<file path="config.mk">
export PLATFORM = sky130hd
export DESIGN_NAME = lobby_slot_cache_with_expiry_top
export DESIGN_NICKNAME = d
export VERILOG_FILES = /design/src/sv/lsce_pkg.sv /design/src/sv/lsce_ram.sv /design/src/sv/lsce_ctrl.sv /design/src/sv/lobby_slot_cache_with_expiry_top.sv
export VERILOG_INCLUDE_DIRS = /design/src /design/src/sv
export SDC_FILE = /design/constraint.sdc
export NUM_CORES = 2
export LEC_CHECK = 0
export BUFFER_PORTS_ARGS = -buffer_cell sky130_fd_sc_hd__buf_2
export CORE_MARGIN = 1
export CORE_UTILIZATION = 40
export DETAILED_ROUTE_END_ITERATION = 16
export PLACE_DENSITY = 0.6
export SYNTH_ARGS = -nofsm -noshare
export SYNTH_HDL_FRONTEND = slang
export SYNTH_HIERARCHICAL = 1
export SYNTH_SLANG_ARGS = --single-unit
</file>
<file path="constraint.sdc">
create_clock -name clk -period 18 [get_ports clk]
set_input_delay 0.9 -clock clk [delete_from_list [all_inputs] [get_ports clk]]
set_output_delay 0.9 -clock clk [all_outputs]
set_load 0.05 [all_outputs]
</file>
<file path="src/sv/lobby_slot_cache_with_expiry_top_macros.svh">
// ----------------------------------------------------------------------------
// lobby slot cache assertion macros
// implication checks for the cache control logic
// ----------------------------------------------------------------------------
`ifndef LOBBY_SLOT_CACHE_WITH_EXPIRY_TOP_MACROS_SVH
`define LOBBY_SLOT_CACHE_WITH_EXPIRY_TOP_MACROS_SVH
`ifndef ASSERT_OFF
// same-cycle implication
`define LSCE_ASSERT_IMP(label, clk, rst_n, ante, cons) \
    label: assert property (@(posedge clk) disable iff (!rst_n) (ante) |-> (cons)) \
        else $error("lsce check failed");
// next-cycle implication
`define LSCE_ASSERT_NXT(label, clk, rst_n, ante, cons) \
    label: assert property (@(posedge clk) disable iff (!rst_n) (ante) |=> (cons)) \
        else $error("lsce check failed");
`else
`define LSCE_ASSERT_IMP(label, clk, rst_n, ante, cons)
`define LSCE_ASSERT_NXT(label, clk, rst_n, ante, cons)
`endif
`endif

</file>
<file path="src/sv/lsce_pkg.sv">
// ----------------------------------------------------------------------------
// lsce_pkg
// shared types and constants of the lobby slot cache
// ----------------------------------------------------------------------------
`default_nettype none

package lsce_pkg;

    localparam int DEFAULT_ENTRIES = 8;
    localparam int TIME_W          = 48;
    localparam int WORD_W          = 64;
    localparam int KEY_W           = 4 * WORD_W;
    localparam int SLOT_W          = 3;
    localparam int CFG_W           = 32;
    localparam int CFG_IDX_W       = 2;

    localparam logic             RST_CACHE_ENABLE    = 1'b1;
    localparam logic [CFG_W-1:0] RST_RESEND_INTERVAL = 32'd57600000;
    localparam logic [CFG_W-1:0] RST_EXPIRY_AGE      = 32'd576000000;

    localparam logic KIND_STORE = 1'b0;
    localparam logic KIND_TICK  = 1'b1;

    typedef enum logic [CFG_IDX_W-1:0] {
        CFG_CACHE_ENABLE    = 2'd0,
        CFG_RESEND_INTERVAL = 2'd1,
        CFG_EXPIRY_AGE      = 2'd2
    } cfg_index_t;

    typedef struct packed {
        logic             enable;
        logic [CFG_W-1:0] resend_interval;
        logic [CFG_W-1:0] expiry_age;
    } cfg_t;

    typedef enum logic [2:0] {
        ST_IDLE,
        ST_SCAN,
        ST_WRITE,
        ST_TCHECK,
        ST_EXPIRE,
        ST_EMIT
    } state_t;

endpackage

`default_nettype wire

</file>
<file path="src/sv/lsce_ram.sv">
// ----------------------------------------------------------------------------
// lsce_ram
// simple dual-port ram, one write port, one registered read port
// ----------------------------------------------------------------------------
`default_nettype none

module lsce_ram #(
    parameter int WIDTH = 8,
    parameter int DEPTH = 8
) (
    input  wire logic                     clk,
    input  wire logic                     we,
    input  wire logic [$clog2(DEPTH)-1:0] waddr,
    input  wire logic [WIDTH-1:0]         wdata,
    input  wire logic [$clog2(DEPTH)-1:0] raddr,
    output logic      [WIDTH-1:0]         rdata
);

    logic [WIDTH-1:0] mem [DEPTH];
    logic [WIDTH-1:0] rdata_reg;

    always_ff @(posedge clk)
    begin
        if (we)
        begin
            mem[waddr] <= wdata;
        end
        rdata_reg <= mem[raddr];
    end

    assign rdata = rdata_reg;

endmodule

`default_nettype wire

</file>
<file path="src/sv/lsce_ctrl.sv">
// ----------------------------------------------------------------------------
// lsce_ctrl
// slot scan, replacement choice, expiry sweep and result register
// ----------------------------------------------------------------------------
`default_nettype none
`include "lobby_slot_cache_with_expiry_top_macros.svh"

module lsce_ctrl
    import lsce_pkg::*;
#(
    parameter int ENTRIES = DEFAULT_ENTRIES
) (
    input  wire logic                       clk,
    input  wire logic                       rst_n,
    input  wire cfg_t                       cfg,
    // input channel
    input  wire logic                       in_valid,
    output logic                            in_stall,
    input  wire logic                       kind,
    input  wire logic [TIME_W-1:0]          now_tick,
    input  wire logic                       key_present,
    input  wire logic [WORD_W-1:0]          key_word0,
    input  wire logic [WORD_W-1:0]          key_word1,
    input  wire logic [WORD_W-1:0]          key_word2,
    input  wire logic [WORD_W-1:0]          key_word3,
    // result channel
    output logic                            out_valid,
    input  wire logic                       out_stall,
    output logic                            result_kind,
    output logic      [SLOT_W-1:0]          slot,
    output logic                            matched_existing,
    output logic                            last,
    // key and stamp rams
    output logic                            wr_en,
    output logic      [$clog2(ENTRIES)-1:0] wr_addr,
    output logic      [KEY_W-1:0]           key_wdata,
    output logic      [TIME_W-1:0]          stamp_wdata,
    output logic      [$clog2(ENTRIES)-1:0] rd_addr,
    input  wire logic [KEY_W-1:0]           key_rdata,
    input  wire logic [TIME_W-1:0]          stamp_rdata
);

    localparam int IDX_W = $clog2(ENTRIES);
    localparam int CNT_W = IDX_W + 1;

    state_t              state_reg, state_next;

    logic [TIME_W-1:0]   now_reg, now_next;
    logic                has_key_reg, has_key_next;
    logic [KEY_W-1:0]    key_reg, key_next;

    logic [ENTRIES-1:0]  valid_reg, valid_next;
    logic [ENTRIES-1:0]  keyed_reg, keyed_next;
    logic [TIME_W-1:0]   last_sweep_reg, last_sweep_next;

    logic [CNT_W-1:0]    iss_reg, iss_next;
    logic                ev_valid_reg, ev_valid_next;
    logic [IDX_W-1:0]    ev_idx_reg, ev_idx_next;

    logic                found_reg, found_next;
    logic [IDX_W-1:0]    chosen_reg, chosen_next;
    logic                matched_reg, matched_next;
    logic [TIME_W-1:0]   oldest_reg, oldest_next;
    logic [IDX_W-1:0]    victim_idx_reg, victim_idx_next;

    logic                out_valid_reg, out_valid_next;
    logic                out_kind_reg, out_kind_next;
    logic [SLOT_W-1:0]   out_slot_reg, out_slot_next;
    logic                out_matched_reg, out_matched_next;
    logic                out_last_reg, out_last_next;

    always_comb
    begin
        logic                    out_free;
        logic                    done_scan;
        logic [IDX_W-1:0]        sel_idx;
        logic [IDX_W+SLOT_W-1:0] sel_wide;
        logic [TIME_W-1:0]       diff;
        logic [ENTRIES-1:0]      above;

        state_next       = state_reg;
        now_next         = now_reg;
        has_key_next     = has_key_reg;
        key_next         = key_reg;
        valid_next       = valid_reg;
        keyed_next       = keyed_reg;
        last_sweep_next  = last_sweep_reg;
        iss_next         = iss_reg;
        ev_valid_next    = 1'b0;
        ev_idx_next      = ev_idx_reg;
        found_next       = found_reg;
        chosen_next      = chosen_reg;
        matched_next     = matched_reg;
        oldest_next      = oldest_reg;
        victim_idx_next  = victim_idx_reg;
        out_kind_next    = out_kind_reg;
        out_slot_next    = out_slot_reg;
        out_matched_next = out_matched_reg;
        out_last_next    = out_last_reg;

        out_free       = !out_valid_reg || !out_stall;
        out_valid_next = out_valid_reg && out_stall;
        done_scan      = 1'b0;
        sel_idx        = found_reg ? chosen_reg : victim_idx_reg;
        diff           = '0;
        above          = '0;

        wr_en   = 1'b0;
        rd_addr = iss_reg[IDX_W-1:0];

        unique case (state_reg)
            ST_IDLE:
            begin
                if (in_valid)
                begin
                    now_next     = now_tick;
                    has_key_next = key_present;
                    key_next     = {key_word3, key_word2, key_word1, key_word0};
                    iss_next     = '0;
                    found_next   = 1'b0;
                    matched_next = 1'b0;
                    oldest_next  = '0;
                    victim_idx_next = '0;
                    if (cfg.enable)
                    begin
                        state_next = (kind == KIND_STORE) ? ST_SCAN : ST_TCHECK;
                    end
                end
            end

            ST_SCAN:
            begin
                if (iss_reg != CNT_W'(ENTRIES))
                begin
                    iss_next      = iss_reg + CNT_W'(1);
                    ev_valid_next = 1'b1;
                    ev_idx_next   = iss_reg[IDX_W-1:0];
                end
                if (ev_valid_reg)
                begin
                    if (!valid_reg[ev_idx_reg])
                    begin
                        if (!found_reg)
                        begin
                            found_next  = 1'b1;
                            chosen_next = ev_idx_reg;
                        end
                    end
                    else if (has_key_reg && keyed_reg[ev_idx_reg] && key_rdata == key_reg)
                    begin
                        // first matching identity wins outright
                        found_next   = 1'b1;
                        chosen_next  = ev_idx_reg;
                        matched_next = 1'b1;
                        done_scan    = 1'b1;
                    end
                    else if (oldest_reg == '0 || stamp_rdata < oldest_reg)
                    begin
                        // a zero minimum counts as unset, so the next stamp restarts it
                        oldest_next     = stamp_rdata;
                        victim_idx_next = ev_idx_reg;
                    end
                    if (done_scan || ev_idx_reg == IDX_W'(ENTRIES - 1))
                    begin
                        state_next    = ST_WRITE;
                        ev_valid_next = 1'b0;
                    end
                end
            end

            ST_WRITE:
            begin
                if (out_free)
                begin
                    wr_en                = 1'b1;
                    valid_next[sel_idx]  = 1'b1;
                    keyed_next[sel_idx]  = has_key_reg;
                    out_valid_next       = 1'b1;
                    out_kind_next        = KIND_STORE;
                    out_matched_next     = matched_reg;
                    out_last_next        = 1'b1;
                    state_next           = ST_IDLE;
                end
            end

            ST_TCHECK:
            begin
                diff = now_reg - last_sweep_reg;
                if (last_sweep_reg != '0 &&
                    diff < {{(TIME_W - CFG_W){1'b0}}, cfg.resend_interval})
                begin
                    state_next = ST_IDLE;
                end
                else
                begin
                    last_sweep_next = now_reg;
                    iss_next        = '0;
                    state_next      = ST_EXPIRE;
                end
            end

            ST_EXPIRE:
            begin
                if (iss_reg != CNT_W'(ENTRIES))
                begin
                    iss_next      = iss_reg + CNT_W'(1);
                    ev_valid_next = 1'b1;
                    ev_idx_next   = iss_reg[IDX_W-1:0];
                end
                if (ev_valid_reg)
                begin
                    diff = now_reg - stamp_rdata;
                    if (valid_reg[ev_idx_reg] &&
                        diff > {{(TIME_W - CFG_W){1'b0}}, cfg.expiry_age})
                    begin
                        valid_next[ev_idx_reg] = 1'b0;
                    end
                    if (ev_idx_reg == IDX_W'(ENTRIES - 1))
                    begin
                        // survivors are now exactly the set valid bits
                        state_next    = ST_EMIT;
                        iss_next      = '0;
                        ev_valid_next = 1'b0;
                    end
                end
            end

            ST_EMIT:
            begin
                sel_idx = iss_reg[IDX_W-1:0];
                for (int j = 0; j < ENTRIES; j++)
                begin
                    above[j] = (IDX_W'(j) > sel_idx);
                end
                if (iss_reg == CNT_W'(ENTRIES))
                begin
                    state_next = ST_IDLE;
                end
                else if (!valid_reg[sel_idx])
                begin
                    iss_next = iss_reg + CNT_W'(1);
                end
                else if (out_free)
                begin
                    out_valid_next   = 1'b1;
                    out_kind_next    = KIND_TICK;
                    out_matched_next = 1'b0;
                    out_last_next    = !(|(valid_reg & above));
                    iss_next         = iss_reg + CNT_W'(1);
                end
            end

            default:
            begin
                state_next = ST_IDLE;
            end
        endcase

        sel_wide = {{SLOT_W{1'b0}}, sel_idx};
        if (out_valid_next && out_free)
        begin
            out_slot_next = sel_wide[SLOT_W-1:0];
        end

        wr_addr     = sel_idx;
        key_wdata   = key_reg;
        stamp_wdata = now_reg;
        in_stall    = (state_reg != ST_IDLE);
    end

    always_ff @(posedge clk or negedge rst_n)
    begin
        if (!rst_n)
        begin
            state_reg <= ST_IDLE;
        end
        else
        begin
            state_reg <= state_next;
        end
    end

    always_ff @(posedge clk or negedge rst_n)
    begin
        if (!rst_n)
        begin
            valid_reg      <= '0;
            keyed_reg      <= '0;
            last_sweep_reg <= '0;
            iss_reg        <= '0;
            ev_valid_reg   <= 1'b0;
            out_valid_reg  <= 1'b0;
        end
        else
        begin
            valid_reg      <= valid_next;
            keyed_reg      <= keyed_next;
            last_sweep_reg <= last_sweep_next;
            iss_reg        <= iss_next;
            ev_valid_reg   <= ev_valid_next;
            out_valid_reg  <= out_valid_next;
        end
    end

    always_ff @(posedge clk)
    begin
        now_reg         <= now_next;
        has_key_reg     <= has_key_next;
        key_reg         <= key_next;
        ev_idx_reg      <= ev_idx_next;
        found_reg       <= found_next;
        chosen_reg      <= chosen_next;
        matched_reg     <= matched_next;
        oldest_reg      <= oldest_next;
        victim_idx_reg  <= victim_idx_next;
        out_kind_reg    <= out_kind_next;
        out_slot_reg    <= out_slot_next;
        out_matched_reg <= out_matched_next;
        out_last_reg    <= out_last_next;
    end

    assign out_valid        = out_valid_reg;
    assign result_kind      = out_kind_reg;
    assign slot             = out_slot_reg;
    assign matched_existing = out_matched_reg;
    assign last             = out_last_reg;

    `LSCE_ASSERT_NXT(a_store_sets_valid, clk, rst_n, wr_en, valid_reg[$past(wr_addr)])
    `LSCE_ASSERT_NXT(a_sweep_never_adds, clk, rst_n, state_reg == ST_EXPIRE, (valid_reg & ~$past(valid_reg)) == '0)
    `LSCE_ASSERT_IMP(a_tick_no_match, clk, rst_n, out_valid_reg && out_kind_reg == KIND_TICK, !out_matched_reg)
    `LSCE_ASSERT_IMP(a_store_single, clk, rst_n, out_valid_reg && out_kind_reg == KIND_STORE, out_last_reg)

endmodule

`default_nettype wire

</file>
<file path="src/sv/lobby_slot_cache_with_expiry_top.sv">
// store item: pipelined scan of the key and stamp rams, one entry per cycle, ending early
// on an identity match, then a write state that waits for the output and loads the result
// tick item: inside the interval it returns to idle; otherwise an expiry pass over the
// stamp ram, then a pass over the slots to list survivors; one item at a time; a disabled
// cache takes items with no stall or result; output stalls hold the write and emit states
// reset clears valid bits, sweep time, control; configuration to defaults; rams undefined
// ----------------------------------------------------------------------------
// lobby_slot_cache_with_expiry_top
// keyed announcement cache with oldest replacement and age expiry
// ----------------------------------------------------------------------------
`default_nettype none

module lobby_slot_cache_with_expiry_top
    import lsce_pkg::*;
#(
    parameter int ENTRIES = DEFAULT_ENTRIES
) (
    input  wire logic                 clk,
    input  wire logic                 rst_n,
    // configuration
    input  wire logic                 cfg_valid,
    output logic                      cfg_ready,
    input  wire logic [CFG_IDX_W-1:0] cfg_index,
    input  wire logic [CFG_W-1:0]     cfg_data,
    // input channel
    input  wire logic                 in_valid,
    output logic                      in_stall,
    input  wire logic                 kind,
    input  wire logic [TIME_W-1:0]    now_tick,
    input  wire logic                 key_present,
    input  wire logic [WORD_W-1:0]    key_word0,
    input  wire logic [WORD_W-1:0]    key_word1,
    input  wire logic [WORD_W-1:0]    key_word2,
    input  wire logic [WORD_W-1:0]    key_word3,
    // result channel
    output logic                      out_valid,
    input  wire logic                 out_stall,
    output logic                      result_kind,
    output logic      [SLOT_W-1:0]    slot,
    output logic                      matched_existing,
    output logic                      last
);

    localparam int IDX_W = $clog2(ENTRIES);

    cfg_t              cfg_reg, cfg_next;

    logic              wr_en;
    logic [IDX_W-1:0]  wr_addr;
    logic [KEY_W-1:0]  key_wdata;
    logic [TIME_W-1:0] stamp_wdata;
    logic [IDX_W-1:0]  rd_addr;
    logic [KEY_W-1:0]  key_rdata;
    logic [TIME_W-1:0] stamp_rdata;

    assign cfg_ready = 1'b1;

    always_comb
    begin
        cfg_next = cfg_reg;
        if (cfg_valid)
        begin
            unique case (cfg_index)
                CFG_CACHE_ENABLE:    cfg_next.enable          = cfg_data[0];
                CFG_RESEND_INTERVAL: cfg_next.resend_interval = cfg_data;
                CFG_EXPIRY_AGE:      cfg_next.expiry_age      = cfg_data;
                default:             cfg_next                 = cfg_reg;
            endcase
        end
    end

    always_ff @(posedge clk or negedge rst_n)
    begin
        if (!rst_n)
        begin
            cfg_reg.enable          <= RST_CACHE_ENABLE;
            cfg_reg.resend_interval <= RST_RESEND_INTERVAL;
            cfg_reg.expiry_age      <= RST_EXPIRY_AGE;
        end
        else
        begin
            cfg_reg <= cfg_next;
        end
    end

    lsce_ctrl #(
        .ENTRIES (ENTRIES)
    ) u_ctrl (
        .clk              (clk),
        .rst_n            (rst_n),
        .cfg              (cfg_reg),
        .in_valid         (in_valid),
        .in_stall         (in_stall),
        .kind             (kind),
        .now_tick         (now_tick),
        .key_present      (key_present),
        .key_word0        (key_word0),
        .key_word1        (key_word1),
        .key_word2        (key_word2),
        .key_word3        (key_word3),
        .out_valid        (out_valid),
        .out_stall        (out_stall),
        .result_kind      (result_kind),
        .slot             (slot),
        .matched_existing (matched_existing),
        .last             (last),
        .wr_en            (wr_en),
        .wr_addr          (wr_addr),
        .key_wdata        (key_wdata),
        .stamp_wdata      (stamp_wdata),
        .rd_addr          (rd_addr),
        .key_rdata        (key_rdata),
        .stamp_rdata      (stamp_rdata)
    );

    // full 256-bit identity per slot
    lsce_ram #(
        .WIDTH (KEY_W),
        .DEPTH (ENTRIES)
    ) u_key_ram (
        .clk   (clk),
        .we    (wr_en),
        .waddr (wr_addr),
        .wdata (key_wdata),
        .raddr (rd_addr),
        .rdata (key_rdata)
    );

    lsce_ram #(
        .WIDTH (TIME_W),
        .DEPTH (ENTRIES)
    ) u_stamp_ram (
        .clk   (clk),
        .we    (wr_en),
        .waddr (wr_addr),
        .wdata (stamp_wdata),
        .raddr (rd_addr),
        .rdata (stamp_rdata)
    );

endmodule

`default_nettype wire

</file>
==> results.md <==
* Max Transition Viols Final at 0
* Setup bufs post-CTS at 0
* Final setup viols at 0
* Worst slew pin tran at approximately 1.4 ns
* Placer congestion estimate at 0.901
* Antenna-violating nets left at 1
* Crit path max-delay family: compound AO/OA/AOI/OAI gates
* DR vias at around 66,000
* Ys flop type: edfxtp_1
* WL/cell at ~29 um
* EDFF count, synth at 2,802
* Post-synth cell types at 91
* Layout cells sized above 1 at between 20% and 30%
* DRC at 0
* Slew headroom at 6.27%
* CTS tree: done
* WP data required at 18.77 ns
* Final period util at between 40 and 50%
* DR WL met2 at ~160,000 um
* Clk_lat worst skew at roughly 0.92 ns
* First-iteration detailed-routing DRC count at approximately 6,800
* Nets at 7,839
* Initial antenna violation count at 62
* Reg with most FFs: u_key_ram/mem
* VDD IR max at 0.0000934 V
* Cell count after synthesis at 6,727
* Slowest cell on crit path: a2111oi_0
* DR vias/cell at 5.54
* CP Launch Point: u_ctrl/stamp_wdata[0]
* Syn_nets at ~7,300
* Pwr/cell area at 166 nW/um2
* Die ar. at 324,000 um2
* Switching power summed over all nets at 7.75 mW
* Critical path capture point type: flip-flop
* First-pass GRT wire length at ~500,000 um
* IO Count at around 350
* Worst Hold Depth at 1
* Worst stage delay on the critical path at between 0.6 and 0.7 ns
* Reg2reg setup slack at 10.62 ns
* Hold_buf cts at 1
* Worst Path Buf+Inv at 3
* Register-to-Register Path Depth at 26
* Clock Tree Buf Depth at 4
* FP Rows at 207
* RSZ-0062 raised after global routing: false
* Hold WS at 0.133 ns
* Worst r2r src: u_ctrl/stamp_wdata[0]
* Syn-to-layout area delta at 14.1%
* Met1 WL at ~150,000 um
* H-tree lvl count at 5
* Post_cts resized at 0
* Critical Path Sink: u_ctrl/last_sweep_reg[26]
* Overall global routing resource usage at a little over a fifth
* Status: finished, violations left
* CORE AREA at 319,000 um2
* Total grt overflow at 0
* Register area share after synthesis at 72.9%
* CP Depth at 26
* Critical Path AT at 8.16 ns
* Max reg flops at 2,048
* # Max-Cap Violations at 0
* Logic pwr share at 29.0%
* Seq pwr share at 41.9%
* Top flop regs: u_key_ram/mem (2048), u_stamp_ram/mem (384)
* Pin count of the biggest net entering global routing at roughly 120
* Die Ht at 569 um
* Fin crit period at 7.38 ns
* Most frequent cells in the layout: edfxtp_1 (2,802), mux4_2 (611), buf_2 (351)
* Reg-to-Reg End: u_ctrl/last_sweep_reg[26]
* Uppermost layer routed: met5
* P_int at between 15 and 20 mW
* Clk slew on worst S/H paths at 0.06 ns
* Die Wd at roughly 570 um
* TritonCTS buffer count at 338
* Clk sink count at 3,244
* Final core occ at 46.0%
* WL final at 344,000 um
* TNS Setup at 0 ns
* F_max at 0.135 GHz
* Critical Path Fanout Max at 25
* TritonRoute pass-1 iters at 6
* CTS root buffer: clkbuf_16
* Sw frac at roughly a third
* Clock power frac at 29.1%
* Initial Utilization at 40.3%
* Critical path startpoint category: flip-flop
* Leak at 49.3 nW
* Avg Inst Size Synth at 19.1 um2
* Worst clock skew at roughly 0.077 ns
* Asr flop ratio synth at roughly 4.3%
* Commonest non-fill, non-tap cell in the layout: edfxtp_1
* Yosys reg bits at 3,244
* Met3 WL at 24,000 um
* Failing checks: antenna rules
* Dpl hpwl at between 200,000 and 250,000 um
* Final hold vios at 0
* Vias in the first global route at 65,900
* Hold Crit Class: in -> reg
* Synth Cell Area at 129,000 um2
* Warnings from Yosys at 6
* Critical path type: reg -> reg
* # port buffers at approximately 350
-- through the flow --
step / total power, mW / cells / area, um2 / setup slack, ns
final: 24.4 / 11900 / 147000 / 10.62
after floorplan: 15.2 / 6727 / 129000 / 2.94
after detailed placement: 17.4 / 11200 / 135000 / 10.71
after CTS: 24.5 / 11900 / 147000 / 10.66
after global routing: 25.4 / 11900 / 147000 / 10.08
after global placement: 17.3 / 11200 / 135000 / 10.87
-- kinds of logic (layout without fill, tap and decap cells) --
logic type      count (synthesis)  count (layout)  share of synthesized area [%]
compound gates                612             612                           3.09
simple gates                  844             844                           3.55
mux                          1051            1051                           14.9
fa+ha+maj                     210             210                           2.06
xor+xnor                      208             208                           1.42
other cells                     1              22                        0.00292
buf+inv                       557            1401                           2.11
flops                        3244            3244                           72.9
-- power groups by stage --
stage          Sequential, mW  Clock, mW  Combinational (mW)
3_5_place_dp             10.4          0                7.04
3_3_place_gp             10.3          0                7.02
5_1_grt                  10.3       7.50                7.59
6_report                 10.2       7.09                7.06
4_1_cts                  10.2       7.23                7.08
2_1_floorplan            10.1          0                5.06
-- cell type report --
cell class              instances  area, um2
well taps                    4284       5360
fillers                     26800     172000
repair buffers                466       2730
clock buffers                 459       9430
clock inverters               168       1860
inverters                     308       1160
multi-input cells            2926      32300
diodes                         21       52.6
flip-flops and latches       3244      93700
-- per-layer routing --
metal  vias to the layer above  GRT usage, %
met1                     35100          30.7
met2                      2248          32.6
met4                        18          4.82
met5                         -             0
met3                       422          3.72
li1                      28100             -
-- cells in the mapped netlist, drive strengths merged, types with 114 or more instances --
library cell / instances / share of area, %
mux4: 614 / 11
o21ai: 125 / 0.49
edfxtp: 2802 / 65
dfxtp: 304 / 4.7
dfrtp: 119 / 2.3
nand2: 168 / 0.49
nor2b: 114 / 0.55
nor2: 131 / 0.38
a21oi: 191 / 0.75
buf: 145 / 0.89
mux2: 428 / 4.0
ha: 208 / 2.0
inv: 308 / 0.90
xnor2: 139 / 0.95
-- worst register-to-register path: cells and delay by family, from the launching register on --
| family | cells | cell delay [ns] |
|---|---|---|
| XOR/XNOR | 1 | 0.07 |
| buffers and inverters | 3 | 0.78 |
| multiplexers | 1 | 0.38 |
| AND/OR/NAND/NOR | 10 | 1.98 |
| adder cells (fa/ha/maj) | 3 | 0.91 |
| flip-flops | 1 | 0.54 |
| AO/OA/AOI/OAI | 8 | 2.58 |
-- worst min-delay path by stage --
stage                                    start                     to  slack (ns)
after floorplan           u_ctrl/ev_idx_reg[0]   u_ctrl/chosen_reg[0]        0.42
after global placement     u_ctrl/keyed_reg[6]    u_ctrl/keyed_reg[6]        0.48
after detailed placement   u_ctrl/keyed_reg[4]    u_ctrl/keyed_reg[4]        0.49
after CTS                        key_word2[40]  u_ctrl/key_wdata[168]        0.05
after global routing             key_word1[19]   u_ctrl/key_wdata[83]        0.11
final                            key_word2[40]  u_ctrl/key_wdata[168]        0.13
Note: power is estimated with default switching activity, not from simulation.
